## src/rtl/ole_pkg.sv

```systemverilog
// shared types and constants for the ordered list engine
package ole_pkg;

   localparam int COMMAND_W  = 3;
   localparam int VALUE_W    = 32;
   localparam int INDEX_W    = 7;
   localparam int STATUS_W   = 2;
   localparam int POSITION_W = 6;
   localparam int COUNT_W    = 7;

   typedef enum logic [COMMAND_W-1:0] {
      CMD_INS_FRONT = 3'd0,
      CMD_INS_BACK  = 3'd1,
      CMD_INS_AT    = 3'd2,
      CMD_REM_FRONT = 3'd3,
      CMD_REM_BACK  = 3'd4,
      CMD_REM_AT    = 3'd5,
      CMD_READ_AT   = 3'd6,
      CMD_FIND      = 3'd7
   } command_type;

   typedef enum logic [STATUS_W-1:0] {
      ST_OK        = 2'd0,
      ST_RANGE     = 2'd1,
      ST_FULL      = 2'd2,
      ST_NOT_FOUND = 2'd3
   } status_type;

   typedef enum logic [1:0] {
      CELL_HOLD   = 2'd0,
      CELL_INSERT = 2'd1,
      CELL_REMOVE = 2'd2
   } cell_op_type;

   typedef struct packed {
      cell_op_type               op;
      logic signed [VALUE_W-1:0] value;
   } cell_ctrl_type;

   typedef struct packed {
      command_type               command;
      logic signed [VALUE_W-1:0] value;
      logic [INDEX_W-1:0]        index;
   } req_type;

   typedef struct packed {
      status_type                status;
      logic signed [VALUE_W-1:0] data;
      logic [POSITION_W-1:0]     position;
      logic [COUNT_W-1:0]        count;
   } rsp_type;

endpackage

```

## src/rtl/ole_cell.sv

```systemverilog
// one list slot: holds an entry, shifts with its neighbors, compares and selects
module ole_cell #(
   parameter int POS = 0,
   parameter int CW  = 7
) (
   input  logic                               clock,
   input  ole_pkg::cell_ctrl_type             ctrl,
   input  logic [CW-1:0]                      at_pos,
   input  logic [CW-1:0]                      fill,
   input  logic signed [ole_pkg::VALUE_W-1:0] prev_entry,
   input  logic signed [ole_pkg::VALUE_W-1:0] next_entry,
   output logic signed [ole_pkg::VALUE_W-1:0] entry,
   output logic                               hit,
   output logic signed [ole_pkg::VALUE_W-1:0] sel_data
);
   import ole_pkg::*;

   localparam logic [CW-1:0] POS_V    = CW'(POS);
   localparam logic [CW-1:0] POS_NEXT = CW'(POS + 1);

   logic signed [VALUE_W-1:0] entry_ff;
   logic signed [VALUE_W-1:0] entry_in;

   always_comb begin
      entry_in = entry_ff;
      unique case (ctrl.op)
         CELL_INSERT: begin
            priority if (POS_V == at_pos) begin
               entry_in = ctrl.value;
            end else if (POS_V > at_pos && POS_V <= fill) begin
               entry_in = prev_entry;
            end else begin
               entry_in = entry_ff;
            end
         end
         CELL_REMOVE: begin
            // slots from the gap up to the new tail pull from the right
            if (POS_V >= at_pos && POS_NEXT < fill) begin
               entry_in = next_entry;
            end
         end
         default: begin
            entry_in = entry_ff;
         end
      endcase
   end

   always_ff @(posedge clock) begin
      entry_ff <= entry_in;
   end

   assign entry    = entry_ff;
   assign hit      = (entry_ff == ctrl.value) && (POS_V < fill);
   assign sel_data = (POS_V == at_pos) ? entry_ff : '0;

endmodule

```

## config.mk

```make
export PLATFORM = sky130hd
export DESIGN_NAME = ole_cell
export DESIGN_NICKNAME = d
export VERILOG_FILES = /design/src/rtl/ole_pkg.sv /design/src/rtl/ole_cell.sv
export SDC_FILE = /design/constraint.sdc
export NUM_CORES = 1
export LEC_CHECK = 0
export ABC_AREA = 1
export BUFFER_PORTS_ARGS = -buffer_cell sky130_fd_sc_hd__buf_4
export CAP_MARGIN = 15
export CORE_MARGIN = 2
export CORE_UTILIZATION = 38
export CTS_BUF_LIST = sky130_fd_sc_hd__clkbuf_4
export CTS_CLUSTER_SIZE = 25
export DETAILED_ROUTE_END_ITERATION = 10
export PLACE_DENSITY = 0.85
export SLEW_MARGIN = 15
export SYNTH_ARGS = -nofsm -noshare
export SYNTH_HDL_FRONTEND = slang
export SYNTH_SLANG_ARGS = --single-unit
```

## constraint.sdc

```tcl
create_clock -name clock -period 2.8 [get_ports clock]
set_clock_uncertainty 0.1 [all_clocks]
set_input_delay 0.14 -clock clock [delete_from_list [all_inputs] [get_ports clock]]
set_output_delay 0.14 -clock clock [all_outputs]
set_load 0.05 [all_outputs]
```

==> metrics.txt <==
clock root buffer clkbuf_4; final wirelength 8.70 mm; Layout area overhead 59.3%; Vias per Instance 4.69; initial antenna violation count 0; IO Port Bufs 177; number of global-route vias before repair 2,962; Overflow after GRT 0; setup bufs post-CTS 0; CP max stage cell edfxtp_1; Mapped Area 2460 sq um; critical path's top delay family simple AND/OR/NAND/NOR gates; Die Footprint 7140 sq um; Die X 84.5 um; via count 2,986; initial cell density of the core 0.390; leakage 2.14 nW; flops & latches, synth 32; setup_tns 0 ps; crit path buf inv count 1; worst setup path class reg -> out; fin crit period 2040 ps; commonest non-fill, non-tap cell in the layout buf_4; Cell Rows 29; Mapped Cells 386; fillers 590; CTS tree built; syn_nets 499; CTS buffer count 5; clk buf depth 2; crit share post-route 0.728; Die Ht 84.5 um; setup slack after layout 760 ps; gr usage total 0.244; area of the core 6310 sq um; Yosys warning total 0; Critical Path End Type primary output; DRC Markers 0; P per Cell Area 275 nW/um^2; unrepaired setup endpoints after global routing no; Slew @ Worst Pin 1110 ps; Max-Cap Viols 0; max reg flops 32; CP Data Required Time 2560 ps; HPWL after DPL 6.69 mm; Unique masters post-synth 18; ratio of cells with drive above 1 in the final layout 0.345; cells resized by post-CTS repair 0; status finished clean; Antenna Nets Post-Route 0; peak supply drop 172 uV; most frequent cells in the layout 181 x buf_4, 110 x nand2_1, 87 x nor2_1; clk sink count 32; CTS H-tree lvls 2; setup-violating endpoint count in the final report 0; Avg Cell Area, Syn 6.38 sq um; Peak Freq 490 MHz; pin count of the biggest net entering global routing 36; sequential share of the synthesized area 0.390; Hold Crit Class in -> reg; Final nets 672; mean routed wirelength per cell 13.7 um; ANT cells 0; final instance area 3920 sq um; initial drt markers 141; overall power 1.08 mW; CP Cell Sequence nand2_1, nand2_1, nor2_1, nand2_1, nor2_1, nand3_1, nor2_1, buf_4; area of placed instances 3850 sq um; Fin. Hold Viols 0; slew margin rel. 0.259; GPL Wtd Cong 0.840; Pre-antenna DRT Iters 4; startpoint types flip-flop; Critical Path Fanout Max 4; first-pass GRT wire length 14.0 mm; Largest stage delay, worst path 430 ps; Arr. time, crit path 1800 ps; fin. max-slew vios 0; Hold WS 22.2 ps; CTS clk-pin slew, worst paths 100 ps; IO Pins 178; hold_buf cts 1; setup slack at placement 935 ps
## synth_stat cells
cell,count,area (sq um)
nor2_2,1,6.26
a21oi_1,65,325
nor2_4,1,11.3
inv_2,1,3.75
xnor2_1,8,70.1
buf_6,1,11.3
nor2_1,87,327
nor3_1,1,5.00
nand3b_1,1,7.51
clkbuf_1,6,22.5
xor2_1,2,17.5
nand3_1,1,5.00
inv_1,57,214
nand2_1,110,413
edfxtp_1,32,961
buf_2,9,45.0
or2_2,1,6.26
o21ai_0,2,10.0
## power breakdown
part	leakage (nW)	internal [mW]	switching, mW
sequential	0.295	0.533	0.00144
clock	0.0338	0.116	0.161
combinational	1.81	0.150	0.118
## area by class of cell
type,instances,area (sq um),area share
clock buffers,7,52.6,0.0134
clock inverters,1,3.75,0.000958
inverters,58,218,0.0555
multi-input cells,280,1220,0.311
flip-flops and latches,32,961,0.245
well taps,77,96.3,0.0246
repair buffers,182,1370,0.349
## metrics by stage
stage               cells  utilization
CTS                   637        0.621
global route          637        0.621
detailed placement    628        0.610
finish                637        0.621
floorplan             386            -
global placement      628        0.610
## final timing paths
check	start	cells after the start	end
min	next_entry[1]	3	entry[1]$_DFFE_PP_
max	entry[27]$_DFFE_PP_	8	hit
## routing by layer
metal  vias to the layer above  share of wire  wire length (um)  track usage
met1                      1305           0.39              3430        0.292
li1                       1537              -                 -            -
met2                       138           0.52              4510        0.447
met5                         -              0                 0            0
met3                         6          0.081               704       0.0541
met4                         0         0.0061                53       0.0563
## worst min-delay path, cell delays in order
cell     delay, ps
buf_4           80
nor2_1          30
a21oi_1         90
## logic make-up after synthesis
| group | synth area share |
|---|---|
| buffers and inverters | 0.120 |
| DFF | 0.390 |
| AOI/OAI and AO/OA | 0.136 |
| and+or+nand+nor | 0.317 |
| xor gates and xnor gates | 0.0356 |
(Power assumes the default switching activity.)
